<file path="src/hdl/atkin_pkg.sv">
// ----------------------------------------------------------------------------
// atkin_pkg
// Shared types, constants and the mod-60 wheel classifier for the sieve.
// ----------------------------------------------------------------------------
package atkin_pkg;

    localparam int MAX_N      = 1048576;
    localparam int AW         = $clog2(MAX_N);
    localparam int LW         = AW + 1;
    localparam int VW         = AW + 2;
    localparam int XW         = 12;
    localparam int TDATA_IN_W = 24;
    localparam int TDATA_OUT_W = 24;

    localparam logic [1:0] CLS_NONE = 2'd0;
    localparam logic [1:0] CLS_A    = 2'd1;
    localparam logic [1:0] CLS_B    = 2'd2;
    localparam logic [1:0] CLS_C    = 2'd3;

    localparam logic CMD_BUILD = 1'b0;
    localparam logic CMD_QUERY = 1'b1;

    typedef enum logic [4:0] {
        ST_IDLE,
        ST_Q_OUT,
        ST_CLR,
        ST_P1_X,
        ST_P1_Y,
        ST_P1_W,
        ST_P2_X,
        ST_P2_Y,
        ST_P2_W,
        ST_P3_X,
        ST_P3_Y,
        ST_P3_W,
        ST_SQ_N,
        ST_SQ_R,
        ST_SQ_C,
        ST_CNT,
        ST_CNT_END,
        ST_FIN,
        ST_B_OUT
    } state_t;

    typedef enum logic [4:0] {
        OP_NONE,
        OP_LATCH_Q,
        OP_Q_OUT,
        OP_CLR_INIT,
        OP_CLR,
        OP_P1_INIT,
        OP_P1_XNEXT,
        OP_P1_YINIT,
        OP_P2_INIT,
        OP_P2_XNEXT,
        OP_P2_YINIT,
        OP_P3_INIT,
        OP_P3_XNEXT,
        OP_P3_YINIT,
        OP_YSTEP_UP,
        OP_YSTEP_DN,
        OP_READ_N,
        OP_TOG_UP,
        OP_TOG_DN,
        OP_SQ_INIT,
        OP_SQ_XNEXT,
        OP_READ_X,
        OP_SQ_CINIT,
        OP_SQ_CLR,
        OP_CNT_INIT,
        OP_CNT_RD,
        OP_FIN,
        OP_B_OUT
    } op_t;

    typedef struct packed {
        op_t op;
    } dp_cmd_t;

    typedef struct packed {
        logic       m_ge_lim;
        logic       n_ge_lim;
        logic       t_ge_lim;
        logic       a_ge_lim;
        logic       y_zero;
        logic [1:0] n_cls;
        logic [1:0] x_cls;
        logic       rd_bit;
        logic       out_free;
    } dp_stat_t;

    // residue class of v mod 60: nibble sum gives mod 15, CRT with mod 4
    function automatic logic [1:0] wheel_class(input logic [AW-1:0] v);
        logic [6:0] s;
        logic [4:0] s2;
        logic [3:0] m15;
        logic [1:0] m4;
        logic [1:0] k;
        logic [5:0] r;
        logic [1:0] c;
        s   = 7'(v[3:0]) + 7'(v[7:4]) + 7'(v[11:8]) + 7'(v[15:12]) + 7'(v[19:16]);
        s2  = 5'(s[3:0]) + 5'(s[6:4]);
        m15 = (s2 >= 5'd15) ? 4'(s2 - 5'd15) : s2[3:0];
        m4  = v[1:0];
        k   = 2'(m15[1:0] - m4);
        r   = 6'(m15) + 6'({k, 4'b0} - {4'b0, k});
        case (r) inside
            6'd1, 6'd13, 6'd17, 6'd29, 6'd37, 6'd41, 6'd49, 6'd53: c = CLS_A;
            6'd7, 6'd19, 6'd31, 6'd43:                             c = CLS_B;
            6'd11, 6'd23, 6'd47, 6'd59:                            c = CLS_C;
            default:                                               c = CLS_NONE;
        endcase
        return c;
    endfunction

endpackage

</file>
<file path="src/hdl/atkin_ctrl.sv">
// ----------------------------------------------------------------------------
// atkin_ctrl
// Sequencer for queries, and for builds: clear, the three toggle passes, square removal and count.
// ----------------------------------------------------------------------------
module atkin_ctrl
(
    input  logic                clk,
    input  logic                rst_n,
    input  logic                in_valid,
    input  logic                in_cmd,
    output logic                in_ready,
    input  atkin_pkg::dp_stat_t st,
    output atkin_pkg::dp_cmd_t  cmd
);
    import atkin_pkg::*;

    state_t state_reg;
    state_t state_next;

    always_ff @(posedge clk or negedge rst_n)
    begin
        if (!rst_n)
        begin
            state_reg <= ST_IDLE;
        end
        else
        begin
            state_reg <= state_next;
        end
    end

    always_comb
    begin
        state_next = state_reg;
        case (state_reg)
            ST_IDLE:
            begin
                if (in_valid)
                begin
                    state_next = (in_cmd == CMD_QUERY) ? ST_Q_OUT : ST_CLR;
                end
            end
            ST_Q_OUT:   if (st.out_free) state_next = ST_IDLE;
            ST_CLR:     if (st.a_ge_lim) state_next = ST_P1_X;
            ST_P1_X:    state_next = st.m_ge_lim ? ST_P2_X : ST_P1_Y;
            ST_P1_Y:
            begin
                if (st.n_ge_lim)            state_next = ST_P1_X;
                else if (st.n_cls == CLS_A) state_next = ST_P1_W;
            end
            ST_P1_W:    state_next = ST_P1_Y;
            ST_P2_X:    state_next = st.m_ge_lim ? ST_P3_X : ST_P2_Y;
            ST_P2_Y:
            begin
                if (st.n_ge_lim)            state_next = ST_P2_X;
                else if (st.n_cls == CLS_B) state_next = ST_P2_W;
            end
            ST_P2_W:    state_next = ST_P2_Y;
            ST_P3_X:    state_next = st.t_ge_lim ? ST_SQ_N : ST_P3_Y;
            ST_P3_Y:
            begin
                if (st.y_zero || st.n_ge_lim) state_next = ST_P3_X;
                else if (st.n_cls == CLS_C)   state_next = ST_P3_W;
            end
            ST_P3_W:    state_next = ST_P3_Y;
            ST_SQ_N:
            begin
                if (st.m_ge_lim)                  state_next = ST_CNT;
                else if (st.x_cls != CLS_NONE)    state_next = ST_SQ_R;
            end
            ST_SQ_R:    state_next = st.rd_bit ? ST_SQ_C : ST_SQ_N;
            ST_SQ_C:    if (st.a_ge_lim) state_next = ST_SQ_N;
            ST_CNT:     if (st.a_ge_lim) state_next = ST_CNT_END;
            ST_CNT_END: state_next = ST_FIN;
            ST_FIN:     state_next = ST_B_OUT;
            ST_B_OUT:   if (st.out_free) state_next = ST_IDLE;
            default:    state_next = ST_IDLE;
        endcase
    end

    always_comb
    begin
        cmd.op   = OP_NONE;
        in_ready = 1'b0;
        case (state_reg)
            ST_IDLE:
            begin
                in_ready = 1'b1;
                if (in_valid)
                begin
                    cmd.op = (in_cmd == CMD_QUERY) ? OP_LATCH_Q : OP_CLR_INIT;
                end
            end
            ST_Q_OUT:   if (st.out_free) cmd.op = OP_Q_OUT;
            ST_CLR:     cmd.op = st.a_ge_lim ? OP_P1_INIT : OP_CLR;
            ST_P1_X:    cmd.op = st.m_ge_lim ? OP_P2_INIT : OP_P1_YINIT;
            ST_P1_Y:
            begin
                if (st.n_ge_lim)            cmd.op = OP_P1_XNEXT;
                else if (st.n_cls == CLS_A) cmd.op = OP_READ_N;
                else                        cmd.op = OP_YSTEP_UP;
            end
            ST_P1_W:    cmd.op = OP_TOG_UP;
            ST_P2_X:    cmd.op = st.m_ge_lim ? OP_P3_INIT : OP_P2_YINIT;
            ST_P2_Y:
            begin
                if (st.n_ge_lim)            cmd.op = OP_P2_XNEXT;
                else if (st.n_cls == CLS_B) cmd.op = OP_READ_N;
                else                        cmd.op = OP_YSTEP_UP;
            end
            ST_P2_W:    cmd.op = OP_TOG_UP;
            ST_P3_X:    cmd.op = st.t_ge_lim ? OP_SQ_INIT : OP_P3_YINIT;
            ST_P3_Y:
            begin
                if (st.y_zero || st.n_ge_lim) cmd.op = OP_P3_XNEXT;
                else if (st.n_cls == CLS_C)   cmd.op = OP_READ_N;
                else                          cmd.op = OP_YSTEP_DN;
            end
            ST_P3_W:    cmd.op = OP_TOG_DN;
            ST_SQ_N:
            begin
                if (st.m_ge_lim)               cmd.op = OP_CNT_INIT;
                else if (st.x_cls != CLS_NONE) cmd.op = OP_READ_X;
                else                           cmd.op = OP_SQ_XNEXT;
            end
            ST_SQ_R:    cmd.op = st.rd_bit ? OP_SQ_CINIT : OP_SQ_XNEXT;
            ST_SQ_C:    cmd.op = st.a_ge_lim ? OP_SQ_XNEXT : OP_SQ_CLR;
            ST_CNT:     cmd.op = st.a_ge_lim ? OP_NONE : OP_CNT_RD;
            ST_CNT_END: cmd.op = OP_NONE;
            ST_FIN:     cmd.op = OP_FIN;
            ST_B_OUT:   if (st.out_free) cmd.op = OP_B_OUT;
            default:    cmd.op = OP_NONE;
        endcase
    end

endmodule

</file>
<file path="config.mk">
export PLATFORM = sky130hd
export DESIGN_NAME = atkin_ctrl
export DESIGN_NICKNAME = d
export VERILOG_FILES = /design/src/hdl/atkin_pkg.sv /design/src/hdl/atkin_ctrl.sv
export SDC_FILE = /design/constraint.sdc
export NUM_CORES = 1
export LEC_CHECK = 0
export BUFFER_PORTS_ARGS = -buffer_cell sky130_fd_sc_hd__buf_2
export CAP_MARGIN = 20
export CORE_MARGIN = 4
export CORE_UTILIZATION = 50
export CTS_BUF_LIST = sky130_fd_sc_hd__clkbuf_4 sky130_fd_sc_hd__clkbuf_8
export DETAILED_ROUTE_END_ITERATION = 7
export PLACE_DENSITY = 0.73
export SKIP_CTS_REPAIR_TIMING = 1
export SLEW_MARGIN = 20
export SYNTH_ARGS = -nofsm -noshare
export SYNTH_HDL_FRONTEND = slang
export SYNTH_SLANG_ARGS = --single-unit
</file>
<file path="constraint.sdc">
create_clock -name clk -period 2.7 [get_ports clk]
set_input_delay 0.27 -clock clk [delete_from_list [all_inputs] [get_ports clk]]
set_output_delay 0.27 -clock clk [all_outputs]
set_load 0.02 [all_outputs]
</file>
==> impl_metrics.xml <==
<?xml version="1.0" encoding="UTF-8"?>
<metrics>
  <group name="grt">
    <metric name="grt_max_degree" unit="">27</metric>
    <metric name="grt_remaining_overflow" unit="">0</metric>
    <metric name="number_of_antenna_violations_at_the_first_check_in_global_routing" unit="">0</metric>
    <metric name="wire_length_of_the_first_global_routing_pass" unit="um">5660</metric>
    <metric name="vias_in_the_first_global_route" unit="">1240</metric>
    <metric name="grt_util_all_layers" unit="">0.222</metric>
  </group>
  <group name="die">
    <metric name="design.core.area" unit="um2">2040</metric>
    <metric name="floorplan.die.width" unit="um">55.2</metric>
    <metric name="floorplan.die_area" unit="um2">3050</metric>
    <metric name="die-height" unit="um">55.2</metric>
    <metric name="design.portCount" unit="">21</metric>
    <metric name="floorplan.initialDensity" unit="">0.546</metric>
    <metric name="floorplan.rows" unit="">16</metric>
  </group>
  <group name="routing">
    <metric name="route.vias.total" unit="">1335</metric>
    <metric name="viasPerCell" unit="">6.78</metric>
    <metric name="drtAntennaViolNets" unit="">0</metric>
    <metric name="drt_pre_antenna_iters" unit="">4</metric>
    <metric name="post_drt_wl_per_cell" unit="um">17.5</metric>
    <metric name="wl" unit="um">3450</metric>
    <metric name="post-route-drc-count" unit="">0</metric>
    <metric name="number_of_violations_reported_at_the_end_of_detailed_routing_iteration_0" unit="">92</metric>
  </group>
  <group name="synth">
    <metric name="yosysSeqAreaShare" unit="">0.112</metric>
    <metric name="synth-compound-area-share" unit="">0.290</metric>
    <metric name="ys.flop_type" unit="">dfrtp_1</metric>
    <metric name="yosys-mux-area-fraction" unit="">0.0629</metric>
    <metric name="synth_top_family_by_area" unit="">simple AND/OR/NAND/NOR gates</metric>
    <metric name="ys_seq_elements" unit="">5</metric>
    <metric name="postSynthAreaPerCell" unit="um2">7.24</metric>
    <metric name="netlist_area" unit="um2">1110</metric>
    <metric name="synth_fp_nets" unit="">169</metric>
    <metric name="synth-edff-count" unit="">0</metric>
    <metric name="async_flop_share" unit="">1.00</metric>
    <metric name="synth_cell_types" unit="">54</metric>
    <metric name="synth.top_cells.by_area" unit="">dfrtp_1 11%, nand2b_1 6.2%, mux2_4 5.4%, buf_2 4.5%, nor2b_1 4.5%</metric>
    <metric name="netlist.area_leader.share" unit="">0.112</metric>
    <metric name="synth_simple_gate_area_share" unit="">0.460</metric>
    <metric name="synthCells" unit="">154</metric>
    <metric name="synthesized_area_fraction_occupied_by_adder_cells" unit="">0</metric>
    <metric name="yosys.area_share.xor_xnor" unit="">0</metric>
    <metric name="synth.largest_area_cell" unit="">dfrtp_1</metric>
    <metric name="yosysWarningCount" unit="">0</metric>
  </group>
  <group name="finish">
    <metric name="instances_no_fill" unit="">197</metric>
    <metric name="postLayoutCellArea" unit="um2">1260</metric>
    <metric name="most_common_cell_after_layout_fill_and_taps_aside" unit="">buf_2</metric>
    <metric name="areaGrowthSynthToFinish" unit="%">12.9</metric>
    <metric name="mostFrequentLayoutCells" unit="">20 x buf_2, 12 x nor2_1, 11 x nand2b_1</metric>
    <metric name="final_core_util" unit="">0.616</metric>
    <metric name="largest_register_ff_count" unit="">5</metric>
    <metric name="num-nets-final" unit="">186</metric>
    <metric name="layout-drive-gt1-share" unit="">0.253</metric>
    <metric name="antenna_cells" unit="">0</metric>
  </group>
  <group name="clock_network">
    <metric name="cts_made_buffers" unit="">3</metric>
    <metric name="numClockSinks" unit="">5</metric>
    <metric name="clock_path_buffers" unit="">2</metric>
    <metric name="htree_num_levels" unit="">1</metric>
    <metric name="worst_skew_late_latency" unit="ns">0.25</metric>
    <metric name="tritoncts" unit="">built</metric>
    <metric name="path_clk_slew" unit="ns">0.05</metric>
    <metric name="cts_root_buf" unit="">clkbuf_4</metric>
  </group>
  <group name="place">
    <metric name="dp_slack" unit="ns">0.320</metric>
    <metric name="post-dp-hpwl" unit="um">2510</metric>
    <metric name="io_buffer_count" unit="">20</metric>
    <metric name="routabilityCongestion" unit="">0.975</metric>
    <metric name="placedInstanceArea" unit="um2">1220</metric>
    <metric name="dpl.cell_count" unit="">192</metric>
  </group>
  <group name="timing">
    <metric name="postLayoutSetupSlackWorst" unit="ns">0.0708</metric>
    <metric name="setup-tns-final" unit="ns">0</metric>
    <metric name="setup-violations-final" unit="">0</metric>
    <metric name="fin_skew" unit="ns">0.0143</metric>
    <metric name="tightest_slew" unit="ns">0.576</metric>
    <metric name="maxSlewViolCount" unit="">0</metric>
    <metric name="grt_setup_unrepaired" unit="">no</metric>
    <metric name="fmax" unit="GHz">0.380</metric>
    <metric name="timing_hold_violations_final" unit="">0</metric>
    <metric name="finalWorstPathRequiredPeriod" unit="ns">2.63</metric>
    <metric name="timing.final.crit_share" unit="">0.974</metric>
    <metric name="timing.slew.headroom" unit="">0.606</metric>
  </group>
  <group name="critical_path">
    <metric name="crit_fanout" unit="">18</metric>
    <metric name="critical_path.cell_chain" unit="">nor2b_1 &gt; and2_1 &gt; and3b_1 &gt; a2111oi_0 &gt; o2111ai_1 &gt; buf_2</metric>
    <metric name="worst_ep_arrival_time" unit="ns">2.36</metric>
    <metric name="timing.critical_path.slowest_cell_delay" unit="ns">0.56</metric>
    <metric name="critical-path-slowest-cell" unit="">dfrtp_1</metric>
    <metric name="critical_path_required" unit="ns">2.43</metric>
    <metric name="worst_setup_path_start_kind" unit="">flip-flop</metric>
    <metric name="category_of_the_most_critical_setup_path" unit="">flip-flop to primary output</metric>
    <metric name="worstSetupEndpointType" unit="">primary output</metric>
  </group>
  <group name="power">
    <metric name="p_leak" unit="nW">0.537</metric>
    <metric name="vdd.ir_drop.worst" unit="mV">0.669</metric>
    <metric name="pwr_density_cell" unit="nW/um2">1190</metric>
  </group>
  <group name="flow_run">
    <metric name="drv_cap" unit="">0</metric>
  </group>
  <group name="min_path">
    <metric name="hold_path_class" unit="">input pin to asynchronous set/reset pin</metric>
  </group>
  <group name="outcome">
    <metric name="result_of_the_run" unit="">complete, no violations</metric>
  </group>
</metrics>
## critical path, delay by kind of cell (launching register included)
kind                   cells  cell delay, ns
AND/OR/NAND/NOR            3            0.62
AO/OA/AOI/OAI              2            0.73
buffers and inverters      1            0.21
flip-flops                 1            0.56
## cell type report
| type | instances | area [um2] |
|---|---|---|
| fillers | 191 | 783 |
| inverters | 2 | 7.51 |
| flip-flops and latches | 5 | 126 |
| repair buffers | 27 | 155 |
| multi-input cells | 132 | 906 |
| well taps | 27 | 33.8 |
| clock buffers | 4 | 30.0 |
## worst paths after layout
path                                   start           end  slack [ns]  cells after the start
worst max-delay path            state_reg[0]        cmd[0]        0.07                      6
worst min-delay path                   rst_n  state_reg[4]        0.37                      2
worst max register to register  state_reg[0]  state_reg[2]        0.37                      5
worst min register to register  state_reg[1]  state_reg[4]        0.64                      1
max in group asynchronous              rst_n  state_reg[2]        2.17                      2
min in group clk                       st[8]  state_reg[2]        0.48                      4
## synth_stat cells (2+ instances only)
| cell type | instances |
|---|---|
| a22oi_1 | 3 |
| clkbuf_1 | 3 |
| or3_1 | 2 |
| and3_1 | 2 |
| a21o_1 | 2 |
| a31oi_1 | 4 |
| a2111oi_0 | 4 |
| o211ai_1 | 2 |
| dfrtp_1 | 5 |
| nand4_1 | 7 |
| nand3_1 | 7 |
| nor2b_1 | 8 |
| o21a_1 | 2 |
| inv_1 | 2 |
| nand2b_1 | 11 |
| mux2_4 | 4 |
| o21ai_0 | 10 |
| and2_1 | 2 |
| nor3b_1 | 3 |
| nor2_1 | 12 |
| or4bb_1 | 2 |
| a21oi_1 | 9 |
| nand3b_1 | 2 |
| nand2_1 | 5 |
| nor3_1 | 3 |
| buf_2 | 10 |
## cells by family after synthesis
family | count (synthesis)
multiplexers | 5
buffers and inverters | 17
AO/OA/AOI/OAI | 47
flip-flops | 5
AND/OR/NAND/NOR | 80
## where the power goes
part / switching, mW / total (mW) / internal [mW]
logic: 0.640 / 1.16 / 0.522
registers: 0.124 / 0.233 / 0.108
clock network: 0.0338 / 0.0999 / 0.0661
total: 0.798 / 1.49 / 0.697
## metrics by stage
stage | total power, mW | hold slack, ns
after CTS | 1.48 | -0.180
after global routing | 1.61 | 0.359
final | 1.49 | 0.369
after detailed placement | 1.37 | 0.0889
after global placement | 1.35 | 0.0839
after floorplan | 1.11 | -0.0256
## metal layers
layer,track usage,up-vias,share of wire
met3,0.0490,13,0.10
met1,0.292,620,0.41
met4,0.0972,0,0.019
met2,0.346,86,0.46
li1,-,616,-
met5,0,-,0
(Power assumes the default switching activity.)
